<file path="config.mk">
export PLATFORM = sky130hd
export DESIGN_NAME = byte_word_run_counter
export DESIGN_NICKNAME = d
export VERILOG_FILES = /design/src/design/bwrc_pkg.sv /design/src/design/bwrc_in_stage.sv /design/src/design/bwrc_state.sv /design/src/design/byte_word_run_counter.sv
export VERILOG_INCLUDE_DIRS = /design/src /design/src/design
export SDC_FILE = /design/constraint.sdc
export NUM_CORES = 1
export LEC_CHECK = 0
export BUFFER_PORTS_ARGS = -buffer_cell sky130_fd_sc_hd__buf_4
export CAP_MARGIN = 20
export CORE_ASPECT_RATIO = 0.6
export CORE_MARGIN = 5
export CORE_UTILIZATION = 52
export DETAILED_ROUTE_END_ITERATION = 6
export HOLD_SLACK_MARGIN = 0.1
export PLACE_DENSITY_LB_ADDON = 0.05
export SLEW_MARGIN = 5
export SYNTH_ARGS = -nofsm -noshare
export SYNTH_HDL_FRONTEND = slang
export SYNTH_SLANG_ARGS = --single-unit
</file>
<file path="constraint.sdc">
create_clock -name clk_i -period 2.6 [get_ports clk_i]
set_clock_uncertainty 0.1 [all_clocks]
set_input_delay 0.39 -clock clk_i [delete_from_list [all_inputs] [get_ports clk_i]]
set_output_delay 0.39 -clock clk_i [all_outputs]
set_load 0.01 [all_outputs]
</file>
<file path="src/design/byte_word_run_counter_defines.svh">
// Assertion macros used by the word counter state module.
`ifndef BYTE_WORD_RUN_COUNTER_DEFINES_SVH
`define BYTE_WORD_RUN_COUNTER_DEFINES_SVH

// Checks a property on every rising clock edge outside reset.
`define BWRC_ASSERT(lbl, prop, msg) \
  lbl: assert property (@(posedge clk_i) disable iff (!rst_ni) (prop)) else $error(msg);

// Checks that a consequent holds in the cycle after its antecedent.
`define BWRC_ASSERT_NEXT(lbl, ante, cons, msg) \
  lbl: assert property (@(posedge clk_i) disable iff (!rst_ni) (ante) |=> (cons)) \
    else $error(msg);

`endif

</file>
<file path="src/design/bwrc_pkg.sv">
// Types, constants and the byte classifier for the word counter.
package bwrc_pkg;

  localparam int unsigned WORD_TOTAL_W = 32;
  localparam int unsigned BYTE_W = 8;

  localparam logic [BYTE_W-1:0] SPACE_CHAR = 8'h20;
  localparam logic [BYTE_W-1:0] WS_LOW = 8'h09;
  localparam logic [BYTE_W-1:0] WS_HIGH = 8'h0D;
  localparam logic [BYTE_W-1:0] PRINT_LOW = 8'h21;
  localparam logic [BYTE_W-1:0] PRINT_HIGH = 8'h7E;

  typedef enum logic [1:0] {
    CLS_SEP,
    CLS_PRINT,
    CLS_OTHER
  } byte_class_e;

  typedef struct packed {
    logic        valid;
    byte_class_e cls;
  } class_item_t;

  function automatic byte_class_e classify(input logic [BYTE_W-1:0] b);
    byte_class_e cls;
    if (b == SPACE_CHAR || (b >= WS_LOW && b <= WS_HIGH)) begin
      cls = CLS_SEP;
    end else if (b >= PRINT_LOW && b <= PRINT_HIGH) begin
      cls = CLS_PRINT;
    end else begin
      cls = CLS_OTHER;
    end
    return cls;
  endfunction

endpackage

</file>
<file path="src/design/bwrc_in_stage.sv">
// Input register that holds the class of the accepted byte.
module bwrc_in_stage (
  input  logic                      clk_i,
  input  logic                      rst_ni,
  input  logic                      in_valid_i,
  output logic                      in_ready_o,
  input  logic [7:0]                data_byte_i,
  input  logic                      take_i,
  output bwrc_pkg::class_item_t     item_o
);
  import bwrc_pkg::*;

  logic        valid_q;
  byte_class_e cls_q;
  logic        load;

  assign in_ready_o = rst_ni && (!valid_q || take_i);
  assign load = in_valid_i && in_ready_o;

  always_ff @(posedge clk_i or negedge rst_ni) begin
    if (!rst_ni) begin
      valid_q <= 1'b0;
    end else if (in_ready_o) begin
      valid_q <= in_valid_i;
    end
  end

  always_ff @(posedge clk_i) begin
    if (load) begin
      cls_q <= classify(data_byte_i);
    end
  end

  assign item_o.valid = valid_q;
  assign item_o.cls = cls_q;

endmodule

</file>
<file path="src/design/bwrc_state.sv">
// Run tracking state, word counter and result register.
`include "byte_word_run_counter_defines.svh"

module bwrc_state #(
  parameter int unsigned CountBits = 32
) (
  input  logic                   clk_i,
  input  logic                   rst_ni,
  input  bwrc_pkg::class_item_t  item_i,
  output logic                   take_o,
  output logic                   out_valid_o,
  input  logic                   out_ready_i,
  output logic [31:0]            word_total_o,
  output logic                   any_byte_seen_o,
  output logic                   began_in_run_o,
  output logic                   separator_seen_o,
  output logic                   open_run_o,
  output logic                   open_run_printable_o,
  output logic                   lead_closed_o,
  output logic                   lead_printable_o
);
  import bwrc_pkg::*;

  logic                 out_valid_q;
  logic [CountBits-1:0] cnt_q, cnt_d;
  logic any_q, any_d;
  logic began_q, began_d;
  logic sep_seen_q, sep_seen_d;
  logic run_q, run_d;
  logic run_pr_q, run_pr_d;
  logic lead_cl_q, lead_cl_d;
  logic lead_pr_q, lead_pr_d;
  logic is_sep;

  assign take_o = item_i.valid && (!out_valid_q || out_ready_i);
  assign is_sep = (item_i.cls == CLS_SEP);

  always_comb begin
    any_d = 1'b1;
    began_d = any_q ? began_q : !is_sep;
    sep_seen_d = sep_seen_q;
    run_d = run_q;
    run_pr_d = run_pr_q;
    cnt_d = cnt_q;
    lead_cl_d = lead_cl_q;
    lead_pr_d = lead_pr_q;
    if (is_sep) begin
      if (run_q) begin
        if (run_pr_q && cnt_q != {CountBits{1'b1}}) begin
          cnt_d = cnt_q + 1'b1;
        end
        if (!sep_seen_q && began_d) begin
          lead_cl_d = 1'b1;
          lead_pr_d = run_pr_q;
        end
        run_d = 1'b0;
        run_pr_d = 1'b0;
      end
      sep_seen_d = 1'b1;
    end else begin
      run_d = 1'b1;
      if (item_i.cls == CLS_PRINT) begin
        run_pr_d = 1'b1;
      end
    end
  end

  always_ff @(posedge clk_i or negedge rst_ni) begin
    if (!rst_ni) begin
      out_valid_q <= 1'b0;
      cnt_q <= '0;
      any_q <= 1'b0;
      began_q <= 1'b0;
      sep_seen_q <= 1'b0;
      run_q <= 1'b0;
      run_pr_q <= 1'b0;
      lead_cl_q <= 1'b0;
      lead_pr_q <= 1'b0;
    end else begin
      if (!out_valid_q || out_ready_i) begin
        out_valid_q <= item_i.valid;
      end
      if (take_o) begin
        cnt_q <= cnt_d;
        any_q <= any_d;
        began_q <= began_d;
        sep_seen_q <= sep_seen_d;
        run_q <= run_d;
        run_pr_q <= run_pr_d;
        lead_cl_q <= lead_cl_d;
        lead_pr_q <= lead_pr_d;
      end
    end
  end

  if (CountBits >= WORD_TOTAL_W) begin : g_wide
    assign word_total_o = cnt_q[WORD_TOTAL_W-1:0];
  end else begin : g_narrow
    assign word_total_o = {{(WORD_TOTAL_W - CountBits){1'b0}}, cnt_q};
  end

  assign out_valid_o = out_valid_q;
  assign any_byte_seen_o = any_q;
  assign began_in_run_o = began_q;
  assign separator_seen_o = sep_seen_q;
  assign open_run_o = run_q;
  assign open_run_printable_o = run_pr_q;
  assign lead_closed_o = lead_cl_q;
  assign lead_printable_o = lead_pr_q;

  `BWRC_ASSERT_NEXT(a_cnt_step, take_o, cnt_q == $past(cnt_q) || cnt_q == $past(cnt_q) + 1'b1, "word counter moved by more than one")
  `BWRC_ASSERT_NEXT(a_hold_on_stall, !take_o, $stable(cnt_q) && $stable(run_q) && $stable(any_q), "state changed without a new item")
  `BWRC_ASSERT(a_lead_needs_sep, !lead_cl_q || (sep_seen_q && began_q), "leading run closed without a separator")
  `BWRC_ASSERT(a_pr_needs_run, !run_pr_q || run_q, "printable flag set outside a run")
  `BWRC_ASSERT(a_lead_pr, !lead_pr_q || lead_cl_q, "leading run printable but not closed")

endmodule

</file>
<file path="src/design/byte_word_run_counter.sv">
// Top level of the byte stream word counter.
//
//   Channel  Handshake               Payload
//   input    in_valid_i/in_ready_o   data_byte_i
//   output   out_valid_o/out_ready_i word_total_o and seven status flags
//
// One item accepted per cycle unless the output stalls; it passes input and result registers.
// The classifier sits in front of the input register; the path from there to the result
// register is the run update and one counter increment with a saturation compare.
// Reset clears all flags and the counter; no item is accepted while reset is held.
// A stalled output holds the state; the input register keeps taking an item as it drains.
module byte_word_run_counter #(
  parameter int unsigned COUNT_BITS = 32
) (
  input  logic        clk_i,
  input  logic        rst_ni,
  input  logic        in_valid_i,
  output logic        in_ready_o,
  input  logic [7:0]  data_byte_i,
  output logic        out_valid_o,
  input  logic        out_ready_i,
  output logic [31:0] word_total_o,
  output logic        any_byte_seen_o,
  output logic        began_in_run_o,
  output logic        separator_seen_o,
  output logic        open_run_o,
  output logic        open_run_printable_o,
  output logic        lead_closed_o,
  output logic        lead_printable_o
);
  import bwrc_pkg::*;

  class_item_t item;
  logic        take;

  bwrc_in_stage u_in_stage (
    .clk_i       (clk_i),
    .rst_ni      (rst_ni),
    .in_valid_i  (in_valid_i),
    .in_ready_o  (in_ready_o),
    .data_byte_i (data_byte_i),
    .take_i      (take),
    .item_o      (item)
  );

  bwrc_state #(
    .CountBits (COUNT_BITS)
  ) u_state (
    .clk_i                (clk_i),
    .rst_ni               (rst_ni),
    .item_i               (item),
    .take_o               (take),
    .out_valid_o          (out_valid_o),
    .out_ready_i          (out_ready_i),
    .word_total_o         (word_total_o),
    .any_byte_seen_o      (any_byte_seen_o),
    .began_in_run_o       (began_in_run_o),
    .separator_seen_o     (separator_seen_o),
    .open_run_o           (open_run_o),
    .open_run_printable_o (open_run_printable_o),
    .lead_closed_o        (lead_closed_o),
    .lead_printable_o     (lead_printable_o)
  );

endmodule

</file>
==> impl_metrics.env, run 1 <==
export IMPL_first_global_vias=1593
export IMPL_tightest_slew_ns=0.570
export IMPL_final_min_clock_period_ns=2.25
export IMPL_grt_max_degree=42
export IMPL_maxSlewHeadroom=0.616
export IMPL_post_cts_repair_setup_buffers=0
export IMPL_regArea_um2=1090
export IMPL_synth_fa_ha_area_frac=0.00598
export IMPL_cts_num_sinks=43
export IMPL_crit_buf_inv=0
export IMPL_syn_cell_area_um2=2090
export IMPL_timing_hold_violations_final=0
export IMPL_port_buffers=52
export IMPL_multi_input_area_um2=978
export IMPL_fin_setup_tns_ns=0
export IMPL_clk_pin_slew_ns=0.08
export IMPL_final_cell_mix="54 x buf_4, 41 x dfrtp_1, 20 x nand2_1"
export IMPL_drtIter0Drc=63
export IMPL_die_area_um2=5430
export IMPL_die_w_um=91.9
export IMPL_clk_path_buf_depth=2
export IMPL_dieHeight_um=59.1
export IMPL_period_share=0.866
export IMPL_grt_util_all_layers=0.185
export IMPL_cp_max_fo=8
export IMPL_syn_avg_cell_area_um2=10.7
export IMPL_power_density_nw_per_um2=534
export IMPL_ys_flop_type="dfrtp_1"
export IMPL_hpwl_um=3510
export IMPL_cpLargestDelayFamily="simple AND/OR/NAND/NOR gates"
export IMPL_yosys_area_share_simple=0.282
export IMPL_antenna_left=0
export IMPL_ys_warnings_count=0
export IMPL_htreeDepth=2
export IMPL_avgViaCountPerCell=5.55
export IMPL_grt_pass1_wl_um=7910
export IMPL_ys_seq_elements=43
export IMPL_cts_made_buffers=5
export IMPL_run_status="finished clean"
export IMPL_synth_edff_count=2
export IMPL_antenna_found_initial=0
export IMPL_gp_congestion=0.824
export IMPL_p_leak_nw=1.26
export IMPL_cp_arrival_ns=2.33
export IMPL_startpoint_type="flip-flop"
export IMPL_max_freq_mhz=444
export IMPL_diodes=0
export IMPL_critPathMaxStageDelay_ns=0.53
export IMPL_drc=0
export IMPL_crit_path_top_delay_cell="or4_4"
export IMPL_fin_util=0.703
export IMPL_core_area_um2=3760
export IMPL_hp_class="in -> reg"
export IMPL_synth_compound_area_frac=0.0562
export IMPL_crit_chain="nand4_4, or4_4, nor4_4, nand4_1, xnor2_1"
export IMPL_synth_top_family_by_area="simple AND/OR/NAND/NOR gates"
export IMPL_r2r_slack_ns=0.35
export IMPL_hold_slack_ns=0.321
export IMPL_io_pins=53
export IMPL_cts_tree="yes"
export IMPL_syn_inst=196
export IMPL_overflow=0
export IMPL_first_pass_iters=4
export IMPL_cts_root_buffer="clkbuf_8"
export IMPL_wire_per_inst_um=15.5
export IMPL_synth_xor_area_share=0.113
export IMPL_synthMuxAreaShare=0.0108
export IMPL_ys_seq_area_frac=0.519
export IMPL_cap_violations=0
export IMPL_cp_data_required_time_ns=2.68
export IMPL_synthArstFlopShare=0.953
export IMPL_setup_viol=0
export IMPL_start_util=0.556
export IMPL_syn_nets=209
export IMPL_row_count=17
export IMPL_slew_viol_final=0
export IMPL_final_common_cell="buf_4"
export IMPL_rsz0062_at_grt="false"
export IMPL_nets=270
export IMPL_dr_total_vias=1693
export IMPL_drive_gt1_frac=0.298
export IMPL_critPathKind="reg -> reg"
export IMPL_fillerInstances=304
export IMPL_crit_path_end_kind="flip-flop"
export IMPL_totalWireLength_um=4720
export IMPL_peakVddDrop_mv=0.260
export IMPL_insertion_delay_ns=0.30
export IMPL_syn_to_final_growth_pct=26.5
export IMPL_ys_types=38
[routing by layer]
layer,global-route usage,wire [µm],vias to the layer above
met3,0.0495,328,2
met1,0.291,2510,810
met5,0,0,-
li1,-,-,829
met2,0.250,1860,52
met4,0.0444,21,0
[layout make-up]
type | instances | share of cell area
Clock buffer | 6 | 0.0274
Inverter | 6 | 0.00851
Sequential cell | 43 | 0.410
Timing Repair Buffer | 55 | 0.157
Clock inverter | 2 | 0.00473
Tap cell | 47 | 0.0222
Multi-Input combinational cell | 146 | 0.370
[worst reg2reg max path, delay by kind of cell (launching register included)]
| kind | cells | cell delay [ns] |
|---|---|---|
| and+or+nand+nor | 4 | 1.38 |
| xor gates and xnor gates | 1 | 0.17 |
| DFF | 1 | 0.49 |
[stage by stage]
step / instances / cell area, µm² / worst slack [ns] / power (W)
after floorplan: 196 / 2090 / 0.436 / 0.000879
after global routing: 305 / 2650 / 0.204 / 0.00148
after CTS: 305 / 2650 / 0.364 / 0.00143
after global placement: 296 / 2550 / 0.436 / 0.00100
final: 305 / 2650 / 0.349 / 0.00141
after detailed placement: 296 / 2550 / 0.393 / 0.00101
[state kept, by name, indices dropped and copies added, names as in the netlist]
signal	count
u_state.lead_closed_o	1
u_state.out_valid_o	1
u_state.began_in_run_o	1
u_in_stage.cls_q	2
u_in_stage.valid_q	1
u_state.word_total_o	32
u_state.any_byte_seen_o	1
u_state.open_run_o	1
u_state.open_run_printable_o	1
u_state.separator_seen_o	1
u_state.lead_printable_o	1
[Yosys cell counts, drive strengths merged, types with 4 or more instances]
cell type,number,area share
dfrtp,41,0.49
nand2,20,0.036
nor2,16,0.029
xor2,14,0.059
xnor2,13,0.054
nor3,12,0.038
nand4,11,0.040
nand3,10,0.024
nor4,8,0.031
inv,6,0.011
and4,4,0.017
nand2b,4,0.012
[logic make-up after synthesis]
family          after synthesis
compound gates               16
xor+xnor                     27
fa+ha+maj                     1
buf+inv                       7
flops                        43
mux                           2
simple gates                100
[final timing paths]
kind / endpoint / from / cells past startpoint
min: u_in_stage.cls_q[1] / data_byte_i[3] / 2
min reg2reg: u_state.lead_closed_o / u_state.lead_closed_o / 1
max: u_state.word_total_o[26] / u_state.word_total_o[7] / 5
max reg2reg: u_state.word_total_o[26] / u_state.word_total_o[7] / 5
min in group asynchronous: u_state.word_total_o[30] / rst_ni / 3
max in group asynchronous: u_state.separator_seen_o / rst_ni / 3
[power breakdown]
| group | switching (W) | leakage, nW | total [W] | internal, W |
|---|---|---|---|---|
| Clock | 0.000232 | 0.0412 | 0.000420 | 0.000188 |
| Sequential | 0.0000546 | 0.549 | 0.000777 | 0.000723 |
| Combinational | 0.000102 | 0.672 | 0.000215 | 0.000113 |
| Total | 0.000389 | 1.26 | 0.00141 | 0.00102 |
[timing repair]
item | in CTS | in global routing
endpoints found under the hold margin | 26 | 0
hold buffers | 1 | 0
resized for setup | 0 | 0
No activity file was read; power rests on OpenSTA's default activity.
==> inputs of run 2 (changes only) <==
--- a/config.mk
+++ b/config.mk
@@ -7,10 +7,10 @@
 export NUM_CORES = 1
 export LEC_CHECK = 0
 export BUFFER_PORTS_ARGS = -buffer_cell sky130_fd_sc_hd__buf_4
-export CAP_MARGIN = 20
+export CAP_MARGIN = 10
 export CORE_ASPECT_RATIO = 0.6
 export CORE_MARGIN = 5
-export CORE_UTILIZATION = 52
+export CORE_UTILIZATION = 39
 export DETAILED_ROUTE_END_ITERATION = 6
 export HOLD_SLACK_MARGIN = 0.1
 export PLACE_DENSITY_LB_ADDON = 0.05
==> run 2 against run 1 <==
Cell area is 1.9% higher. Combinational power hardly changed. Register-to-register slack worse by 0.06 ns. Flip-flop and latch count stayed put. Via count is 3.5% lower. Clock-buffer cell count is 1 lower. Non-clock buffer count stayed put. Worst hold slack worse by 0.0088 ns. Global-route usage is 4.1 points lower. Fmax is 2.5% lower.
==> impl_metrics.env, run 2 (synthesis gave the netlist of run 1 again) <==
export IMPL_grt_pass1_wl_um=7930
export IMPL_first_pass_iters=4
export IMPL_cap_violations=0
export IMPL_cts_tree="yes"
export IMPL_maxSlewHeadroom=0.662
export IMPL_die_area_um2=6980
export IMPL_design_area_um2=2700
export IMPL_cp_arrival_ns=2.43
export IMPL_post_cts_repair_setup_buffers=0
export IMPL_timing_hold_violations_final=0
export IMPL_cts_root_buffer="clkbuf_8"
export IMPL_htreeDepth=2
export IMPL_port_buffers=52
export IMPL_syn_to_final_growth_pct=28.9
export IMPL_power_density_nw_per_um2=564
export IMPL_grt_max_degree=26
export IMPL_cp_max_fo=6
export IMPL_avgViaCountPerCell=5.04
export IMPL_grt_util_all_layers=0.144
export IMPL_nets=270
export IMPL_tightest_slew_ns=0.502
export IMPL_crit_path_end_kind="flip-flop"
export IMPL_slew_viol_final=0
export IMPL_antenna_left=0
export IMPL_cts_num_sinks=43
export IMPL_drtIter0Drc=59
export IMPL_critPathKind="reg -> reg"
export IMPL_drive_gt1_frac=0.302
export IMPL_finalWorstSetupSlack_ns=0.292
export IMPL_row_count=20
export IMPL_insertion_delay_ns=0.30
export IMPL_final_common_cell="buf_4"
export IMPL_final_min_clock_period_ns=2.31
export IMPL_cp_data_required_time_ns=2.73
export IMPL_run_status="finished clean"
export IMPL_peakVddDrop_mv=0.302
export IMPL_p_leak_nw=1.28
export IMPL_core_area_um2=5130
export IMPL_dieHeight_um=66.7
export IMPL_clk_path_buf_depth=2
export IMPL_period_share=0.888
export IMPL_first_global_vias=1547
export IMPL_final_cell_mix="54 x buf_4, 41 x dfrtp_1, 20 x nand2_1"
export IMPL_place_ws_ns=0.300
export IMPL_fin_util=0.526
export IMPL_startpoint_type="flip-flop"
export IMPL_fin_setup_tns_ns=0
export IMPL_gp_congestion=0.751
export IMPL_cts_made_buffers=5
export IMPL_postPlaceCellArea_um2=2570
export IMPL_ctsResizeCount=0
export IMPL_antenna_found_initial=0
export IMPL_largest_register_ff_count=32
export IMPL_setup_viol=0
export IMPL_clk_pin_slew_ns=0.09
export IMPL_fillerInstances=465
export IMPL_io_pins=53
export IMPL_overflow=0
export IMPL_dr_total_vias=1634
export IMPL_diodes=0
export IMPL_start_util=0.408
export IMPL_hpwl_um=3610
export IMPL_hp_class="in -> reg"
export IMPL_wire_per_inst_um=14.8
export IMPL_max_freq_mhz=433
export IMPL_drc=0
export IMPL_die_w_um=105
export IMPL_totalWireLength_um=4800
export IMPL_rsz0062_at_grt="false"
[run 2: layout make-up]
type	count	area, µm²	area share
clock buffer	5	68.8	0.0255
clock inverter	3	43.8	0.0162
inverter	6	22.5	0.00835
multi-input combinational	146	978	0.363
sequential	43	1090	0.403
tap	66	82.6	0.0306
timing repair buffer	55	415	0.154
[run 2: routing by layer]
layer / GRT usage / vias to the layer above / wire length (µm)
met3: 0.0416 / 5 / 319
li1: - / 830 / -
met5: 0 / - / 0
met1: 0.232 / 749 / 2770
met4: 0.0388 / 0 / 40
met2: 0.178 / 50 / 1680
[run 2: what timing repair did]
action,CTS,global route
setup endpoints to repair,0,0
hold buffers,1,0
endpoints found under the hold margin,16,0
[run 2: path summary, 6_finish.rpt]
path	startpoint	to	slack (ns)	depth (start not counted)
worst max-delay path	u_state.word_total_o[7]	u_state.word_total_o[23]	0.29	5
worst min-delay path	data_byte_i[3]	u_in_stage.cls_q[1]	0.31	2
worst max register to register	u_state.word_total_o[7]	u_state.word_total_o[23]	0.29	5
worst min register to register	u_state.lead_closed_o	u_state.lead_closed_o	0.37	1
max in group asynchronous	rst_ni	u_state.word_total_o[6]	1.39	3
min in group asynchronous	rst_ni	u_state.word_total_o[20]	0.41	2
[run 2: report_power, final]
part           switching, W  leakage [nW]  internal (W)  total, W
combinational     0.0000999         0.672      0.000113  0.000212
clock              0.000243        0.0581      0.000286  0.000530
sequential        0.0000580         0.549      0.000723  0.000781
[run 2: critical path: stages (launching register included)]
cell,delay (ns)
dfrtp_1,0.49
nand4_4,0.16
or4_4,0.54
or3_4,0.38
nor4_1,0.38
xor2_1,0.18
[run 2: through the flow]
step | total power, W | std cells | hold WS [ns]
finish | 0.00152 | 324 | 0.313
floorplan | 0.000879 | 196 | -0.00559
CTS | 0.00154 | 324 | 0.305
detailed placement | 0.00101 | 315 | 0.179
global route | 0.00159 | 324 | 0.313
global placement | 0.00101 | 315 | 0.179
==> inputs of run 3 (changes only) <==
--- a/config.mk
+++ b/config.mk
@@ -13,6 +13,7 @@
 export CORE_UTILIZATION = 39
 export DETAILED_ROUTE_END_ITERATION = 6
 export HOLD_SLACK_MARGIN = 0.1
+export MAX_ROUTING_LAYER = met4
 export PLACE_DENSITY_LB_ADDON = 0.05
 export SLEW_MARGIN = 5
 export SYNTH_ARGS = -nofsm -noshare
==> constraint.sdc (replaced) <==
create_clock -name clk_i -period 2.6 [get_ports clk_i]
set_clock_uncertainty 0.1 [all_clocks]
set_input_delay 0.26 -clock clk_i [delete_from_list [all_inputs] [get_ports clk_i]]
set_output_delay 0.26 -clock clk_i [all_outputs]
set_load 0.01 [all_outputs]
==> run 3 against run 2 <==
Wire length is 1.4% higher. Non-clock buffer count stayed put. Fmax is 1.0% higher. Cell count stayed put. Flip-flop and latch count stayed put. Global-route usage is 1.4 points higher. Largest power group unchanged. Worst hold slack worse by 0.14 ns. Largest cell class unchanged.
==> impl_metrics.env, run 3 (synthesis gave the netlist of run 1 again) <==
export IMPL_hold_depth=3
export IMPL_ctsResizeCount=0
export IMPL_io_pins=53
export IMPL_core_area_um2=5130
export IMPL_overflow=0
export IMPL_antenna_found_initial=0
export IMPL_final_common_cell="buf_4"
export IMPL_wl_met1_um=2740
export IMPL_fin_setup_tns_ns=0
export IMPL_slew_viol_final=0
export IMPL_ff2ff_path_depth=5
export IMPL_hpwl_um=3650
export IMPL_diodes=0
export IMPL_wl_met2_um=1820
export IMPL_run_status="finished clean"
export IMPL_r2r_end="u_state.word_total_o[20]"
export IMPL_nets=270
export IMPL_power_w=0.00141
export IMPL_cap_violations=0
export IMPL_setup_viol=0
export IMPL_totalWireLength_um=4870
export IMPL_wire_per_inst_um=15.0
export IMPL_cts_tree="yes"
export IMPL_htreeDepth=2
export IMPL_hp_class="in -> reg"
export IMPL_power_density_nw_per_um2=527
export IMPL_tightest_slew_ns=0.511
export IMPL_final_cell_mix="54 x buf_4, 41 x dfrtp_1, 20 x nand2_1"
export IMPL_cts_root_buffer="clkbuf_8"
export IMPL_final_min_clock_period_ns=2.29
export IMPL_row_count=20
export IMPL_crit_chain="nand4_4, or4_4, nor4_4, nand2_1, mux2_2"
export IMPL_avgViaCountPerCell=5.19
export IMPL_hold_end="u_in_stage.cls_q[0]"
export IMPL_syn_to_final_growth_pct=27.6
export IMPL_die_area_um2=6980
export IMPL_grt_pass1_wl_um=8460
export IMPL_finalWorstSetupSlack_ns=0.315
export IMPL_period_share=0.879
export IMPL_insertion_delay_ns=0.29
export IMPL_r2r_start="u_state.word_total_o[7]"
export IMPL_place_ws_ns=0.330
export IMPL_highest_layer="met4"
export IMPL_grt_max_degree=29
export IMPL_cts_num_sinks=43
export IMPL_antenna_left=0
export IMPL_rsz0062_at_grt="false"
export IMPL_crit_path_end_kind="flip-flop"
export IMPL_design_area_um2=2670
export IMPL_min_delay_start="data_byte_i[6]"
export IMPL_peakVddDrop_mv=0.265
export IMPL_dr_total_vias=1681
export IMPL_cts_made_buffers=5
export IMPL_clk_path_buf_depth=2
export IMPL_critPathMaxStageDelay_ns=0.54
export IMPL_dieHeight_um=66.7
export IMPL_timing_hold_violations_final=0
export IMPL_cp_arrival_ns=2.37
export IMPL_first_global_vias=1644
export IMPL_maxSlewHeadroom=0.656
export IMPL_port_buffers=52
export IMPL_die_w_um=105
export IMPL_critPathKind="reg -> reg"
export IMPL_grt_util_all_layers=0.158
export IMPL_startpoint_type="flip-flop"
export IMPL_fin_util=0.520
export IMPL_crit_path_top_delay_cell="or4_4"
export IMPL_p_leak_nw=1.27
export IMPL_drive_gt1_frac=0.302
export IMPL_post_cts_repair_setup_buffers=0
export IMPL_drc=0
export IMPL_hold_buffers=1
export IMPL_r2r_slack_ns=0.31
export IMPL_clk_pin_slew_ns=0.08
export IMPL_cp_max_fo=8
export IMPL_gp_congestion=0.748
export IMPL_max_freq_mhz=438
export IMPL_wl_met3_um=257
export IMPL_start_util=0.408
export IMPL_drtIter0Drc=90
export IMPL_cp_data_required_time_ns=2.69
export IMPL_first_pass_iters=4
export IMPL_largest_register_ff_count=32
export IMPL_postPlaceCellArea_um2=2570
-- run 3: stage by stage --
stage	hold slack (ns)	std cells
3_5_place_dp	0.0314	315
5_1_grt	0.196	324
6_report	0.172	324
2_1_floorplan	-0.136	196
4_1_cts	0.165	324
3_3_place_gp	0.0309	315
-- run 3: power by group --
group | total (W) | switching [W] | internal (W)
Combinational | 0.000215 | 0.000102 | 0.000113
Sequential | 0.000780 | 0.0000572 | 0.000723
Clock | 0.000412 | 0.000228 | 0.000184
-- run 3: worst max-delay path: cells and delay by family, from the launching register on --
| family | cells | cell delay (ns) |
|---|---|---|
| AND/OR/NAND/NOR | 4 | 1.32 |
| flip-flops | 1 | 0.49 |
| multiplexers | 1 | 0.27 |
-- run 3: final cells by class --
class	instances	area [µm²]
fillers	480	2460
flip-flops and latches	43	1090
multi-input cells	146	978
repair buffers	55	415
well taps	66	82.6
clock buffers	5	68.8
inverters	6	22.5
clock inverters	3	15.0
-- run 3: worst max-delay path by stage --
stage | from | end | slack, ns | cells after the start
after floorplan | u_state.word_total_o[7] | u_state.word_total_o[25] | 0.44 | 5
after global placement | u_state.word_total_o[7] | u_state.word_total_o[23] | 0.36 | 5
after detailed placement | u_state.word_total_o[7] | u_state.word_total_o[20] | 0.33 | 5
after CTS | u_state.word_total_o[7] | u_state.word_total_o[20] | 0.31 | 5
after global routing | u_state.word_total_o[7] | u_state.word_total_o[28] | 0.17 | 5
final | u_state.word_total_o[7] | u_state.word_total_o[20] | 0.31 | 5
-- run 3: routing by layer --
layer | track usage | vias up
met5 | - | -
met4 | 0.0436 | 0
met1 | 0.240 | 803
met3 | 0.0397 | 8
li1 | - | 828
met2 | 0.202 | 42
